**config.mk**
```make
export PLATFORM = sky130hd
export DESIGN_NAME = domain_name_label_encoder
export DESIGN_NICKNAME = d
export VERILOG_FILES = /design/src/sv/dnle_pkg.sv /design/src/sv/dnle_ram.sv /design/src/sv/dnle_front.sv /design/src/sv/dnle_cmd_fifo.sv /design/src/sv/dnle_back.sv /design/src/sv/domain_name_label_encoder.sv
export SDC_FILE = /design/constraint.sdc
export NUM_CORES = 1
export LEC_CHECK = 0
export BUFFER_PORTS_ARGS = -buffer_cell sky130_fd_sc_hd__buf_4
export CAP_MARGIN = 20
export CELL_PAD_IN_SITES_DETAIL_PLACEMENT = 0
export CELL_PAD_IN_SITES_GLOBAL_PLACEMENT = 1
export CORE_MARGIN = 2
export CORE_UTILIZATION = 44
export CTS_CLUSTER_SIZE = 10
export DETAILED_ROUTE_END_ITERATION = 10
export PLACE_DENSITY_LB_ADDON = 0.1
export SKIP_LAST_GASP = 1
export SYNTH_ARGS = -nofsm -noshare
export SYNTH_HDL_FRONTEND = slang
export SYNTH_SLANG_ARGS = --single-unit
```
**constraint.sdc**
```tcl
create_clock -name clock -period 3.1 [get_ports clock]
set_input_delay 0.31 -clock clock [delete_from_list [all_inputs] [get_ports clock]]
set_output_delay 0.31 -clock clock [all_outputs]
set_load 0.01 [all_outputs]
```
**src/sv/dnle_pkg.sv**
```systemverilog
// dnle_pkg: shared constants, types and state codes for the domain name label encoder
// depends on nothing; imported by every module of the encoder but dnle_ram
package dnle_pkg;

   localparam int MAX_LABEL  = 62;
   localparam int CHAR_W     = 8;
   localparam int COUNT_W    = $clog2(MAX_LABEL + 1);
   localparam int ADDR_W     = (MAX_LABEL > 1) ? $clog2(MAX_LABEL) : 1;
   localparam int QUEUE_DEPTH = 2;
   localparam int QPTR_W     = $clog2(QUEUE_DEPTH);

   localparam logic [CHAR_W-1:0] DOT_CHAR = 8'h2E;
   localparam logic [CHAR_W-1:0] NUL_BYTE = 8'h00;

   // one queued job: emit a label and/or the terminator
   typedef struct packed {
      logic               do_flush;
      logic               do_term;
      logic [COUNT_W-1:0] count;
      logic               ovf;
   } cmd_type;

   typedef enum logic [2:0] {
      BK_IDLE,
      BK_LEN,
      BK_READ,
      BK_DATA,
      BK_TERM
   } back_state_type;

endpackage

```
**src/sv/dnle_ram.sv**
```systemverilog
// dnle_ram: generic single write port, single read port ram with registered read
// depends on nothing
module dnle_ram #(
   parameter int WIDTH = 8,
   parameter int DEPTH = 62,
   localparam int AW = (DEPTH > 1) ? $clog2(DEPTH) : 1
) (
   input  logic             clock,
   input  logic             wr_en,
   input  logic [AW-1:0]    wr_addr,
   input  logic [WIDTH-1:0] wr_data,
   input  logic             rd_en,
   input  logic [AW-1:0]    rd_addr,
   output logic [WIDTH-1:0] rd_data
);

   logic [WIDTH-1:0] mem_ff [DEPTH];
   logic [WIDTH-1:0] rd_data_ff;

   always_ff @(posedge clock) begin
      if (wr_en) begin
         mem_ff[wr_addr] <= wr_data;
      end
      if (rd_en) begin
         rd_data_ff <= mem_ff[rd_addr];
      end
   end

   assign rd_data = rd_data_ff;

endmodule

```
**src/sv/dnle_front.sv**
```systemverilog
// dnle_front: accepts characters, fills the label ram and queues emit jobs
// depends on dnle_pkg
module dnle_front
   import dnle_pkg::*;
(
   input  logic              clock,
   input  logic              reset,
   input  logic              in_valid,
   output logic              in_ready,
   input  logic [CHAR_W-1:0] in_char,
   input  logic              in_end,
   input  logic              queue_full,
   input  logic              flush_pending,
   output logic              push,
   output cmd_type           push_cmd,
   output logic              ram_wr_en,
   output logic [ADDR_W-1:0] ram_wr_addr,
   output logic [CHAR_W-1:0] ram_wr_data
);

   logic [COUNT_W-1:0] count_ff, count_in;
   logic               ovf_ff, ovf_in;
   logic               accept, is_dot, store, drop;
   logic [COUNT_W-1:0] count_plus;

   // label ram is only written while no label is waiting to be read out
   assign in_ready = !queue_full && !flush_pending;
   assign accept   = in_valid && in_ready;
   assign is_dot   = (in_char == DOT_CHAR);
   assign store    = !is_dot && (count_ff < COUNT_W'(MAX_LABEL));
   assign drop     = !is_dot && !store;
   assign count_plus = store ? (count_ff + 1'b1) : count_ff;

   assign ram_wr_en   = accept && store;
   assign ram_wr_addr = count_ff[ADDR_W-1:0];
   assign ram_wr_data = in_char;

   always_comb begin
      push              = accept && (is_dot || in_end);
      push_cmd.do_flush = is_dot || in_end;
      push_cmd.do_term  = in_end;
      push_cmd.count    = is_dot ? count_ff : count_plus;
      push_cmd.ovf      = ovf_ff || drop;
   end

   always_comb begin
      count_in = count_ff;
      ovf_in   = ovf_ff;
      if (accept) begin
         count_in = (is_dot || in_end) ? '0 : count_plus;
         ovf_in   = in_end ? 1'b0 : (ovf_ff || drop);
      end
   end

   always_ff @(posedge clock) begin
      if (reset) begin
         count_ff <= '0;
         ovf_ff   <= 1'b0;
      end else begin
         count_ff <= count_in;
         ovf_ff   <= ovf_in;
      end
   end

endmodule

```
**src/sv/dnle_cmd_fifo.sv**
```systemverilog
// dnle_cmd_fifo: short job queue between the front and the back end
// depends on dnle_pkg
module dnle_cmd_fifo
   import dnle_pkg::*;
(
   input  logic    clock,
   input  logic    reset,
   input  logic    push,
   input  cmd_type push_cmd,
   input  logic    pop,
   output cmd_type pop_cmd,
   output logic    empty,
   output logic    full,
   output logic    flush_held
);

   cmd_type           mem_ff [QUEUE_DEPTH];
   logic [QUEUE_DEPTH-1:0] valid_ff, valid_in;
   logic [QPTR_W-1:0] wr_ptr_ff, wr_ptr_in;
   logic [QPTR_W-1:0] rd_ptr_ff, rd_ptr_in;

   assign full    = valid_ff[wr_ptr_ff];
   assign empty   = !valid_ff[rd_ptr_ff];
   assign pop_cmd = mem_ff[rd_ptr_ff];

   // any queued job that will read the label ram
   always_comb begin
      flush_held = 1'b0;
      for (int i = 0; i < QUEUE_DEPTH; i++) begin
         flush_held = flush_held || (valid_ff[i] && mem_ff[i].do_flush);
      end
   end

   always_comb begin
      valid_in  = valid_ff;
      wr_ptr_in = wr_ptr_ff;
      rd_ptr_in = rd_ptr_ff;
      if (pop && !empty) begin
         valid_in[rd_ptr_ff] = 1'b0;
         rd_ptr_in = (rd_ptr_ff == QPTR_W'(QUEUE_DEPTH - 1)) ? '0 : rd_ptr_ff + 1'b1;
      end
      if (push && !full) begin
         valid_in[wr_ptr_ff] = 1'b1;
         wr_ptr_in = (wr_ptr_ff == QPTR_W'(QUEUE_DEPTH - 1)) ? '0 : wr_ptr_ff + 1'b1;
      end
   end

   always_ff @(posedge clock) begin
      if (push && !full) begin
         mem_ff[wr_ptr_ff] <= push_cmd;
      end
   end

   always_ff @(posedge clock) begin
      if (reset) begin
         valid_ff  <= '0;
         wr_ptr_ff <= '0;
         rd_ptr_ff <= '0;
      end else begin
         valid_ff  <= valid_in;
         wr_ptr_ff <= wr_ptr_in;
         rd_ptr_ff <= rd_ptr_in;
      end
   end

endmodule

```
**src/sv/dnle_back.sv**
```systemverilog
// dnle_back: runs queued jobs, reads the label ram and drives the output register
// depends on dnle_pkg
module dnle_back
   import dnle_pkg::*;
(
   input  logic              clock,
   input  logic              reset,
   input  logic              queue_empty,
   input  cmd_type           queue_cmd,
   output logic              queue_pop,
   output logic              label_busy,
   output logic              ram_rd_en,
   output logic [ADDR_W-1:0] ram_rd_addr,
   input  logic [CHAR_W-1:0] ram_rd_data,
   output logic              out_valid,
   input  logic              out_ready,
   output logic [CHAR_W-1:0] out_byte,
   output logic              out_last,
   output logic              out_ovf
);

   back_state_type     state_ff, state_in;
   cmd_type            cmd_ff, cmd_in;
   logic [COUNT_W-1:0] idx_ff, idx_in;
   logic               out_valid_ff, out_valid_in;
   logic [CHAR_W-1:0]  out_byte_ff, out_byte_in;
   logic               out_last_ff, out_last_in;
   logic               out_ovf_ff, out_ovf_in;

   logic               slot_free;
   logic               load;
   logic [COUNT_W-1:0] idx_plus;

   assign slot_free = !out_valid_ff || out_ready;
   assign idx_plus  = idx_ff + 1'b1;

   // next state
   always_comb begin
      state_in = state_ff;
      case (state_ff)
         BK_IDLE: begin
            if (!queue_empty) begin
               state_in = queue_cmd.do_flush ? BK_LEN : BK_TERM;
            end
         end
         BK_LEN: begin
            if (slot_free) begin
               if (cmd_ff.count != '0) begin
                  state_in = BK_READ;
               end else begin
                  state_in = cmd_ff.do_term ? BK_TERM : BK_IDLE;
               end
            end
         end
         BK_READ: begin
            state_in = BK_DATA;
         end
         BK_DATA: begin
            if (slot_free) begin
               if (idx_plus != cmd_ff.count) begin
                  state_in = BK_READ;
               end else begin
                  state_in = cmd_ff.do_term ? BK_TERM : BK_IDLE;
               end
            end
         end
         BK_TERM: begin
            if (slot_free) begin
               state_in = BK_IDLE;
            end
         end
         default: begin
            state_in = BK_IDLE;
         end
      endcase
   end

   // outputs of the sequencer
   always_comb begin
      queue_pop   = 1'b0;
      ram_rd_en   = 1'b0;
      load        = 1'b0;
      cmd_in      = cmd_ff;
      idx_in      = idx_ff;
      out_byte_in = out_byte_ff;
      out_last_in = out_last_ff;
      out_ovf_in  = out_ovf_ff;
      case (state_ff)
         BK_IDLE: begin
            if (!queue_empty) begin
               queue_pop = 1'b1;
               cmd_in    = queue_cmd;
            end
         end
         BK_LEN: begin
            if (slot_free) begin
               load        = 1'b1;
               out_byte_in = CHAR_W'(cmd_ff.count);
               out_last_in = 1'b0;
               out_ovf_in  = 1'b0;
               idx_in      = '0;
            end
         end
         BK_READ: begin
            ram_rd_en = 1'b1;
         end
         BK_DATA: begin
            if (slot_free) begin
               load        = 1'b1;
               out_byte_in = ram_rd_data;
               out_last_in = 1'b0;
               out_ovf_in  = 1'b0;
               idx_in      = idx_plus;
            end
         end
         BK_TERM: begin
            if (slot_free) begin
               load        = 1'b1;
               out_byte_in = NUL_BYTE;
               out_last_in = 1'b1;
               out_ovf_in  = cmd_ff.ovf;
            end
         end
         default: begin
            load = 1'b0;
         end
      endcase
   end

   always_comb begin
      out_valid_in = out_valid_ff;
      if (load) begin
         out_valid_in = 1'b1;
      end else if (out_ready) begin
         out_valid_in = 1'b0;
      end
   end

   assign ram_rd_addr = idx_ff[ADDR_W-1:0];
   assign label_busy  = (state_ff == BK_LEN) || (state_ff == BK_READ) || (state_ff == BK_DATA);

   assign out_valid = out_valid_ff;
   assign out_byte  = out_byte_ff;
   assign out_last  = out_last_ff;
   assign out_ovf   = out_ovf_ff;

   always_ff @(posedge clock) begin
      cmd_ff      <= cmd_in;
      idx_ff      <= idx_in;
      out_byte_ff <= out_byte_in;
      out_last_ff <= out_last_in;
      out_ovf_ff  <= out_ovf_in;
   end

   always_ff @(posedge clock) begin
      if (reset) begin
         state_ff     <= BK_IDLE;
         out_valid_ff <= 1'b0;
      end else begin
         state_ff     <= state_in;
         out_valid_ff <= out_valid_in;
      end
   end

endmodule

```
**src/sv/domain_name_label_encoder.sv**
```systemverilog
// domain_name_label_encoder: dotted name in, dns wire-format name out, one byte per beat
// a closed label passes through the job queue and the back end's idle and length states
// to the output register; plain characters go in one per cycle while no label is queued
// or draining (ram read then output load per byte); new characters wait meanwhile
// reset: synchronous, active high; clears counters, job queue and sequencer, label ram
// is not cleared (only bytes written for the open label are ever read)
module domain_name_label_encoder
   import dnle_pkg::*;
(
   input  logic       clock,
   input  logic       reset,
   // request channel: one character per beat
   input  logic       req_tvalid,
   output logic       req_tready,
   input  logic [7:0] req_tdata,   // [7:0] name_char
   input  logic       req_tlast,   // end_of_name
   // response channel: one wire-format byte per beat
   output logic       rsp_tvalid,
   input  logic       rsp_tready,
   output logic [7:0] rsp_tdata,   // [7:0] wire_byte
   output logic       rsp_tlast,   // last_byte, set on the zero terminator
   output logic       rsp_tuser    // [0] label_overflow, valid on the terminator
);

   // front to queue
   logic              push;
   cmd_type           push_cmd;
   logic              queue_full;
   logic              queue_empty;
   logic              flush_held;
   // queue to back end
   cmd_type           pop_cmd;
   logic              pop;
   logic              label_busy;
   // label ram
   logic              ram_wr_en;
   logic [ADDR_W-1:0] ram_wr_addr;
   logic [CHAR_W-1:0] ram_wr_data;
   logic              ram_rd_en;
   logic [ADDR_W-1:0] ram_rd_addr;
   logic [CHAR_W-1:0] ram_rd_data;

   // front stalls while any label sits in the queue or is being read out,
   // so the label ram never holds two labels at once
   dnle_front u_front (
      .clock         (clock),
      .reset         (reset),
      .in_valid      (req_tvalid),
      .in_ready      (req_tready),
      .in_char       (req_tdata),
      .in_end        (req_tlast),
      .queue_full    (queue_full),
      .flush_pending (flush_held || label_busy),
      .push          (push),
      .push_cmd      (push_cmd),
      .ram_wr_en     (ram_wr_en),
      .ram_wr_addr   (ram_wr_addr),
      .ram_wr_data   (ram_wr_data)
   );

   // short job queue: a dot or final character becomes one job
   dnle_cmd_fifo u_queue (
      .clock      (clock),
      .reset      (reset),
      .push       (push),
      .push_cmd   (push_cmd),
      .pop        (pop),
      .pop_cmd    (pop_cmd),
      .empty      (queue_empty),
      .full       (queue_full),
      .flush_held (flush_held)
   );

   // label bytes of the open label
   dnle_ram #(
      .WIDTH (CHAR_W),
      .DEPTH (MAX_LABEL)
   ) u_label_ram (
      .clock   (clock),
      .wr_en   (ram_wr_en),
      .wr_addr (ram_wr_addr),
      .wr_data (ram_wr_data),
      .rd_en   (ram_rd_en),
      .rd_addr (ram_rd_addr),
      .rd_data (ram_rd_data)
   );

   // back end: length byte, label bytes, terminator, through an output register
   dnle_back u_back (
      .clock       (clock),
      .reset       (reset),
      .queue_empty (queue_empty),
      .queue_cmd   (pop_cmd),
      .queue_pop   (pop),
      .label_busy  (label_busy),
      .ram_rd_en   (ram_rd_en),
      .ram_rd_addr (ram_rd_addr),
      .ram_rd_data (ram_rd_data),
      .out_valid   (rsp_tvalid),
      .out_ready   (rsp_tready),
      .out_byte    (rsp_tdata),
      .out_last    (rsp_tlast),
      .out_ovf     (rsp_tuser)
   );

endmodule

```
After elaboration in Yosys (flattened, before gate mapping)
Memory sizes are Yosys's and may differ from the RTL's. A register that Yosys moved wholly into a read port is not among the register bits.
Index checks and enable logic that the tools add are counted.
{ "word_totals": {"reg_bits": 39, "ramBits": 514, "input_bits": 13, "output_inout_bits": 12, "word_cells": 126, "n_memories": 2} }
{ "mem_list": {"columns": ["name", "words", "word_bits", "rd", "rd_clocked_by_memory_dff", "wr", "line_no", "rtl"], "rows": [
  ["u_label_ram.mem_ff", 62, 8, 1, 1, 1, "dnle_ram.sv:17", "logic [WIDTH-1:0] mem_ff [DEPTH];"],
  ["u_queue.mem_ff", 2, 9, 3, 1, 1, "dnle_cmd_fifo.sv:17", "cmd_type mem_ff [QUEUE_DEPTH];"]
]} }
{ "classes": {"add_sub_neg": 4, "n_lt_le_gt_ge": 5, "n_eq_ne": 11, "muxes": 50, "n_bitwise": 3, "n_reduce_logical": 37} }
{ "ops": {"columns": ["op", "count"], "rows": [
  ["two-way mux 6 bit", 5],
  ["two-way mux 1 bit", 25],
  ["two-way mux 3 bit", 8],
  ["two-way mux 8 bit", 3],
  ["one-hot mux 8 bit (3 select lines)", 1],
  ["one-hot mux 3 bit (5 select lines)", 1],
  ["adder 6 x 1 -> 6 bit, second input constant", 2],
  ["logical AND 1 bit", 12],
  ["one-hot mux 6 bit (2 select lines)", 1],
  ["inequality test 2 x 1 -> 1 bit, second input constant", 5],
  ["equality test 8 x 6 -> 1 bit, second input constant", 1],
  ["AND reduction 4 bit", 2],
  ["logical OR 1 bit", 7],
  ["equality test 3 x 2 -> 1 bit, second input constant", 2],
  ["less-than comparator 6 bit, second input constant", 1],
  ["inequality test 6 bit", 1],
  ["AND reduction 3 bit", 2],
  ["nonzero test 2 bit", 3],
  ["nonzero test 6 bit", 1],
  ["logical NOT 1 bit", 5],
  ["less-than comparator 1 x 2 -> 1 bit, second input constant", 2],
  ["two-way mux 2 bit", 2],
  ["one-hot mux 1 bit (2 select lines)", 2],
  ["equality test 3 x 1 -> 1 bit, second input constant", 1],
  ["other kinds (12)", 15]
]} }

Depth between registers and ports, before layout
Gate-level depths: netlist (run 1).
{ "logic_depth": {"depth_word": 11, "ltp_mapped": 8, "mapped_depth_nobuf": 6} }

Modules after synthesis
A second synthesis (run 1) with hierarchy kept.
{ "hier_totals": {"hier_cells": 1174, "hier_area_um2": 22481.6} }
{ "by_module_without_submodules": {"columns": ["mod", "n_inst", "cells_each", "area_each_um2", "seq_area_each_um2"], "rows": [
  ["dnle_ram", 1, 935, 19636.3, 15134.5],
  ["dnle_back", 1, 114, 1361.3, 800.8],
  ["dnle_cmd_fifo", 1, 50, 873.3, 640.6],
  ["dnle_front", 1, 74, 604.3, 140.1],
  ["domain_name_label_encoder", 1, 1, 6.3, 0.0]
]} }

Worst setup path before layout (run 1)
Ideal clock, no wire load.
{ "synth_timing": {"path_type": "reg-to-reg", "startpoint": "memory u_queue.mem_ff[1][8] (netlist name)", "endpoint": "memory u_label_ram.mem_ff[80][0], in the netlist u_label_ram.mem_ff[40][0], enable pin", "setup_time_ps": 370, "arrival_time_ps": 1939, "t_required_ps": 2730, "path_slack_ps": 790, "path_stages_with_launch": 7, "path_buffers": 1, "period_less_slack_ps": 2310, "path_cell_list": "edfxtp_1 > o21a_1 > o2bb2ai_1 > and3_1 > clkbuf_1 > nand4b_1 > nor2_1"} }
{ "synth_lines": {"columns": ["element", "line_no"], "rows": [
  ["start: declaration", "dnle_cmd_fifo.sv:17"],
  ["end: declaration", "dnle_ram.sv:17"]
]} }

==> results by group, run 1 <==
Timing
  – Achievable clock frequency: 357 MHz
  – Fin crit share: 0.903
  – Final slew viol count: 0
  – Final number of hold-violating endpoints: 0
  – RSZ-0062 raised after global routing: false
  – Setup Viol. Count Final: 0
  – Total negative setup slack: 0 ns
  – Headroom to the max-slew limit: 0.358
  – WHS: 0.0225 ns
  – Post-Route Skew: 0.0199 ns
  – Tmin final: 2.80 ns
  – Slew @ Worst Pin: 0.960 ns

GRT
  – Vias in the first global route: 11.6k
  – Total global-route track usage: 0.216
  – First-pass GRT wire length: 80700 um
  – Maximum number of pins on one net before global-route repair: 63
  – Final global-route overflow total: 0
  – Initial antenna violation count: 2

Critical path
  – Slowest CP cell: nor2_1
  – Delay-heaviest family, CP: simple AND/OR/NAND/NOR gates
  – Stages on worst setup path: 7
  – Worst R2R Path Depth: 7
  – Worst EP required: 3.31 ns
  – Critical R2R Launch: u_queue.mem_ff[1][8]
  – Critical path peak fanout: 8
  – Startpoint types: flop
  – CP Data Arrival Time: 3.01 ns
  – Crit-path cells: o21a_1 > o2bb2ai_1 > and3_1 > nand4b_1 > buf_4 > buf_12 > nor2_1
  – Worst path bufs/invs: 2
  – End point of the critical path: u_label_ram.mem_ff[58][7]
  – Reg2reg setup slack: 0.30 ns
  – Crit. Startpoint: u_queue.mem_ff[1][8]
  – Critical Path End Type: flop
  – Critical path class: flop to flop
  – Slowest stage delay, CP: 0.69 ns
  – Reg2reg end: u_label_ram.mem_ff[58][7]

Clocking
  – Root Driver: clkbuf_16
  – Post-cts resize count: 0
  – Worst-case clock buffer depth: 3
  – Postcts setup bufs: 0
  – Worst-path clk slew: 0.06 ns
  – CTS buffer count: 67
  – Post-CTS Hold Fix Bufs: 2
  – Clk_lat worst skew: 0.60 ns
  – CTS tree: built
  – Depth of the CTS H-tree: 3
  – Sink Count: 562

Floorplanning
  – Initial Utilization: 0.445
  – Die width: 229 um
  – # rows: 82
  – IO Pins: 25
  – Core box area: 50000 sq um
  – Die Y: 229 um
  – Die area: 52300 sq um

Drt
  – DR vias: 11.1k
  – Average wire per standard cell: 28.6 um
  – Number of routed nets with antenna violations: 0
  – Via-to-Cell Ratio: 5.82
  – First-pass DRT Iterations: 5
  – Routed wire length: 54800 um
  – DRC Markers: 0
  – 1st-iter DRT viols: 903

Power and ir drop
  – PD cells: 670 nW/um^2
  – Pleak: 0.00805 uW
  – Worst VDD drop: 0.000454 V

Synth
  – Number of synthesized register bits: 562
  – Yosys warns: 0
  – Post-Synthesis Cells: 1122
  – Synth Net Count: 1137
  – Yosys cell types: 60
  – Most used DFF post-synth: edfxtp_1
  – Area of the mapped netlist: 22200 sq um
  – Post-synthesis sequential area ratio: 0.752
  – Post-synth EDFFs: 546
  – Synthesized area per cell: 19.8 sq um
  – Async S/R FF share, synth: 0

Hold path
  – Worst hold-check path type: input port to flop

Cells and area
  – Final core utilization: 0.509
  – Area growth syn-to-layout: 14.3%
  – Nets: 1231
  – Share of layout cells above drive strength 1: 0.257

Place
  – Final Wtd Congestion: 0.828
  – Port Buffers: 24
  – HPWL Detailed: 35800 um

Status
  – Status: finished, final reports clean

Run
  – Max Cap Violations: 0
cells by family after synthesis:
family	synth area share
simple gates	0.0441
compound gates	0.0325
xor+xnor	0.00675
buf+inv	0.0159
flops	0.752
mux	0.148
fa+ha+maj	0.00113
power breakdown:
part | switching, uW | internal, uW
combinational | 898 | 641
sequential | 94.2 | 8500
clock | 2880 | 4020
cell usage in the layout, fill, tap and decap left out, types with 3 or more instances in the layout:
| cell | n |
|---|---|
| a21oi_1 | 17 |
| mux4_2 | 130 |
| nand4_1 | 6 |
| a21o_1 | 4 |
| o22a_1 | 3 |
| nor2b_1 | 11 |
| nand3_1 | 8 |
| clkbuf_16 | 68 |
| and2_1 | 3 |
| a211oi_1 | 8 |
| or4_1 | 3 |
| o22ai_1 | 14 |
| inv_1 | 5 |
| nand4b_1 | 5 |
| edfxtp_1 | 546 |
| nand2_1 | 39 |
| xor2_1 | 5 |
| nand2b_1 | 4 |
| a22o_1 | 7 |
| a22oi_1 | 4 |
| o21ai_0 | 11 |
| mux2_2 | 18 |
| nor4_1 | 3 |
| nor2_1 | 95 |
| or2_2 | 3 |
| buf_4 | 76 |
| a31oi_1 | 8 |
| dfxtp_1 | 16 |
| a2111oi_0 | 4 |
| mux2i_1 | 15 |
| clkbuf_1 | 16 |
| inv_6 | 5 |
| or3_1 | 6 |
| and3_1 | 9 |
| nor3_1 | 4 |
| buf_12 | 11 |
| o211ai_1 | 5 |
| xnor2_1 | 7 |
| o221ai_1 | 3 |
synthesized netlist by cell type, drive strengths merged, types with 11 or more instances:
library cell / count / area (sq um)
o22ai: 14 / 87.6
mux2: 18 / 203
dfxtp: 16 / 320
o21ai: 11 / 55.1
mux4: 130 / 2930
nor2b: 11 / 68.8
mux2i: 15 / 150
nor2: 95 / 357
nand2: 39 / 146
buf: 38 / 230
a21oi: 17 / 85.1
edfxtp: 546 / 16400
clkbuf: 26 / 97.6
how the worst min path moves through the flow:
stage                      start                         to  slack, ns  cells after the start
2_1_floorplan              reset     u_front.ram_wr_addr[5]       0.38                      1
3_3_place_gp   u_queue.wr_ptr_ff          u_queue.wr_ptr_ff       0.53                      2
3_5_place_dp   u_queue.wr_ptr_ff          u_queue.wr_ptr_ff       0.53                      2
4_1_cts                    reset          u_queue.wr_ptr_ff      0.002                      2
5_1_grt             req_tdata[0]  u_label_ram.mem_ff[42][0]       0.02                      1
6_report            req_tdata[0]  u_label_ram.mem_ff[40][0]       0.02                      1
per-layer routing:
layer	part of all wire	vias up	track usage	routed length (um)
met1	0.44	5932	0.301	24100
met5	0	-	0	0
met2	0.48	310	0.346	26300
met4	0.029	0	0.0735	1600
li1	-	4796	-	-
met3	0.051	92	0.0383	2790
stage by stage:
step	area (sq um)	total power (uW)	instances	worst slack [ns]
6_report	25400	17000	1914	0.301
5_1_grt	25400	17600	1913	0.165
4_1_cts	25400	17200	1913	0.260
3_5_place_dp	23500	10300	1817	0.273
3_3_place_gp	23500	10300	1817	0.317
2_1_floorplan	22200	9630	1122	0.790
sequential cells by signal, indices dropped and copies added, names as in the netlist, named ones only:
register and cells:
u_label_ram.mem_ff 496, u_queue.mem_ff 18, u_back.cmd_ff 8, u_back.out_byte 8, u_label_ram.rd_data 8, u_back.ram_rd_addr 6, u_front.ram_wr_addr 6, u_back.state_ff 3
u_queue.valid_ff 2, u_back.out_last 1, u_back.out_ovf 1, u_back.out_valid 1, u_front.ovf_ff 1, u_queue.rd_ptr_ff 1, u_queue.wr_ptr_ff 1
layout make-up:
type                    instances  area (sq um)
well taps                     672           841
multi-input cells             489          5160
repair buffers                 89           811
clock buffers                  86          1790
fillers                      4082         24600
diodes                          1          2.50
clock inverters                 8          67.6
flip-flops and latches        562         16700
inverters                       7          26.3
No activity file was read; power rests on OpenSTA's default activity.
==> run 2, diff against run 1 <==
==> constraint.sdc (replaced) <==
create_clock -name clock -period 2.5 [get_ports clock]
set_input_delay 0.25 -clock clock [delete_from_list [all_inputs] [get_ports clock]]
set_output_delay 0.25 -clock clock [all_outputs]
set_load 0.01 [all_outputs]
==> results by group, run 2 (synthesis gave the netlist of run 1 again) <==
Timing
  – Final number of hold-violating endpoints: 0 (unchanged)
  – Setup Viol. Count Final: 0 (unchanged)
  – Fin crit share: 1.00 (was 0.903)
  – Headroom to the max-slew limit: 0.453 (was 0.358)
  – Slew @ Worst Pin: 0.818 ns (was 0.960 ns)
  – Tmin final: 2.50 ns (was 2.80 ns)
  – Final slew viol count: 0 (unchanged)
  – RSZ-0062 raised after global routing: true (was false)
  – Post-Route Skew: 0.0128 ns (was 0.0199 ns)
  – Achievable clock frequency: 400 MHz (was 357 MHz)

Critical path
  – Startpoint types: flop (unchanged)
  – Reg2reg setup slack: 0.0007 ns (was 0.30 ns)
  – CP Data Arrival Time: 2.82 ns (was 3.01 ns)
  – Slowest CP cell: mux4_2 (was nor2_1)
  – Delay-heaviest family, CP: multiplexers (was simple AND/OR/NAND/NOR gates)
  – Critical path class: flop to flop (unchanged)
  – Critical Path End Type: flop (unchanged)
  – Crit-path cells: buf_12 > buf_12 > clkbuf_16 > mux4_2 > mux4_2 > mux2i_4 > o22ai_1 (was o21a_1 > o2bb2ai_1 > and3_1 > nand4b_1 > buf_4 > buf_12 > nor2_1)
  – Slowest stage delay, CP: 0.55 ns (was 0.69 ns)
  – Critical R2R Launch: u_back.ram_rd_addr[0] (was u_queue.mem_ff[1][8])
  – Reg2reg end: u_label_ram.rd_data[4] (was u_label_ram.mem_ff[58][7])
  – Worst R2R Path Depth: 7 (unchanged)
  – Worst path bufs/invs: 3 (was 2)
  – Worst EP required: 2.83 ns (was 3.31 ns)
  – Critical path peak fanout: 7 (was 8)

Place
  – Placed cell area: 23900 sq um (was 23500 sq um)
  – Port Buffers: 24 (unchanged)
  – HPWL Detailed: 35600 um (was 35800 um)
  – Final Wtd Congestion: 0.778 (was 0.828)

Power and ir drop
  – PD cells: 814 nW/um^2 (was 670 nW/um^2)
  – Clock share of power: 0.401 (was 0.405)
  – Part of the power in combinational logic: 0.105 (was 0.090)
  – Switching pwr: 4900 uW (was 3880 uW)
  – Int Pwr: 16600 uW (was 13200 uW)
  – Sw frac: 0.228 (about the same)
  – Worst VDD drop: 0.000537 V (was 0.000454 V)
  – Pleak: 0.00852 uW (was 0.00805 uW)
  – Flop pwr share: 0.494 (was 0.504)

Cells and area
  – Fill cell count: 3923 (was 4082)
  – Register cell area after layout: 16700 sq um (unchanged)
  – Number of diodes: 0 (was 1)
  – Most frequent cells in the layout: edfxtp_1 (546), mux4_2 (130), buf_4 (129) (was edfxtp_1 (546), mux4_2 (130), nor2_1 (95))
  – Area occupied by multi-input gates: 5360 sq um (was 5160 sq um)
  – Nets: 1305 (was 1231)
  – Commonest non-fill, non-tap cell in the layout: edfxtp_1 (unchanged)
  – Final core utilization: 0.529 (was 0.509)
  – Final Cell Area: 26400 sq um (was 25400 sq um)
  – Largest Register: u_label_ram.mem_ff (unchanged)
  – Largest registers: u_label_ram.mem_ff x496, u_queue.mem_ff x18 (unchanged)
  – Max reg flops: 496 (unchanged)
  – Share of layout cells above drive strength 1: 0.345 (was 0.257)
  – Area growth syn-to-layout: 19.0% (was 14.3%)

Hold path
  – Worst hold-check path type: input port to flop (unchanged)
  – Min-delay src: req_tdata[3] (was req_tdata[0])
  – Hold Path Stages: 2 (was 1)
  – Hold endpoint: u_label_ram.mem_ff[36][3] (was u_label_ram.mem_ff[40][0])

Floorplanning
  – Core box area: 50000 sq um (unchanged)
  – IO Pins: 25 (unchanged)
  – Die Y: 229 um (unchanged)
  – # rows: 82 (unchanged)
  – Die width: 229 um (unchanged)
  – Die area: 52300 sq um (unchanged)
  – Initial Utilization: 0.445 (unchanged)

GRT
  – First-pass GRT wire length: 80400 um (was 80700 um)
  – Initial antenna violation count: 2 (unchanged)
  – Final global-route overflow total: 0 (unchanged)
  – Maximum number of pins on one net before global-route repair: 63 (unchanged)
  – Total global-route track usage: 0.214 (was 0.216)
  – Vias in the first global route: 11.7k (was 11.6k)

Clocking
  – Sink Count: 562 (unchanged)
  – Clk_lat worst skew: 0.59 ns (was 0.60 ns)
  – Worst-case clock buffer depth: 3 (unchanged)
  – Depth of the CTS H-tree: 3 (unchanged)
  – CTS buffer count: 68 (was 67)
  – Root Driver: clkbuf_16 (unchanged)
  – Worst-path clk slew: 0.06 ns (about the same)
  – CTS tree: built (unchanged)

Run
  – Max Cap Violations: 0 (unchanged)

Drt
  – First-pass DRT Iterations: 5 (unchanged)
  – Number of routed nets with antenna violations: 0 (unchanged)
  – Via-to-Cell Ratio: 5.78 (was 5.82)
  – Routed wire length: 55600 um (was 54800 um)
  – DRC Markers: 0 (unchanged)
  – 1st-iter DRT viols: 979 (was 903)
  – Average wire per standard cell: 28.0 um (was 28.6 um)
  – DR vias: 11.5k (was 11.1k)

Status
  – Status: finished, final reports clean (unchanged)
-- run 2: metrics by stage --
step	hold slack [ns]	TNS (ns)	worst slack (ns)	power [uW]	cells
after global placement	0.469	-3.22	-0.192	12900	1860
final	0.0347	0	0.000680	21500	1984
after floorplan	0.319	0	0.190	11900	1122
after global routing	0.0226	-6.70	-0.120	22200	1984
after detailed placement	0.469	-2.66	-0.167	12900	1860
after CTS	0.00407	-1.61	-0.0639	21500	1961
-- run 2: worst max-delay path by stage --
stage | cells after the start | endpoint | slack (ns) | from
2_1_floorplan | 6 | u_label_ram.mem_ff[40][0] | 0.19 | u_queue.mem_ff[1][8]
3_3_place_gp | 6 | u_label_ram.rd_data[5] | -0.19 | u_back.ram_rd_addr[0]
3_5_place_dp | 6 | u_label_ram.rd_data[5] | -0.17 | u_back.ram_rd_addr[0]
4_1_cts | 6 | u_label_ram.mem_ff[11][2] | -0.06 | u_queue.mem_ff[1][8]
5_1_grt | 6 | u_label_ram.mem_ff[26][4] | -0.12 | u_queue.mem_ff[1][8]
6_report | 7 | u_label_ram.rd_data[4] | 0.0007 | u_back.ram_rd_addr[0]
-- run 2: area by class of cell --
| type | count | area share |
|---|---|---|
| clock buffers | 83 | 0.0685 |
| well taps | 672 | 0.0318 |
| flip-flops and latches | 562 | 0.632 |
| inverters | 7 | 0.00114 |
| multi-input cells | 489 | 0.203 |
| clock inverters | 9 | 0.00289 |
| repair buffers | 162 | 0.0608 |
-- run 2: worst reg2reg max path, cell delays in order (launching register included) --
cell and delay (ns):
edfxtp_1 0.40, buf_12 0.17, buf_12 0.12, clkbuf_16 0.16, mux4_2 0.52, mux4_2 0.55, mux2i_4 0.20, o22ai_1 0.12
-- run 2: per-layer routing --
| metal | up-vias | global-route usage | part of all wire |
|---|---|---|---|
| met3 | 68 | 0.0316 | 0.044 |
| met5 | - | 0 | 0 |
| met2 | 353 | 0.342 | 0.49 |
| met1 | 6112 | 0.306 | 0.45 |
| li1 | 4940 | - | - |
| met4 | 0 | 0.0660 | 0.020 |
-- run 2: power groups by stage --
stage	combinational (uW)	clock (uW)	sequential (uW)
2_1_floorplan	1130	0	10800
3_3_place_gp	2080	0	10800
3_5_place_dp	2070	0	10800
4_1_cts	2120	8780	10600
5_1_grt	2390	9160	10600
6_report	2250	8630	10600
-- run 2: timing repair --
item,4_1_cts,5_1_grt
pin swaps,0,12
setup endpoints to repair,129,296
hold buffers,3,0
gates resized for setup,20,55
setup buffers,6,21
cloned,0,4
hold endpoints to repair,18,0
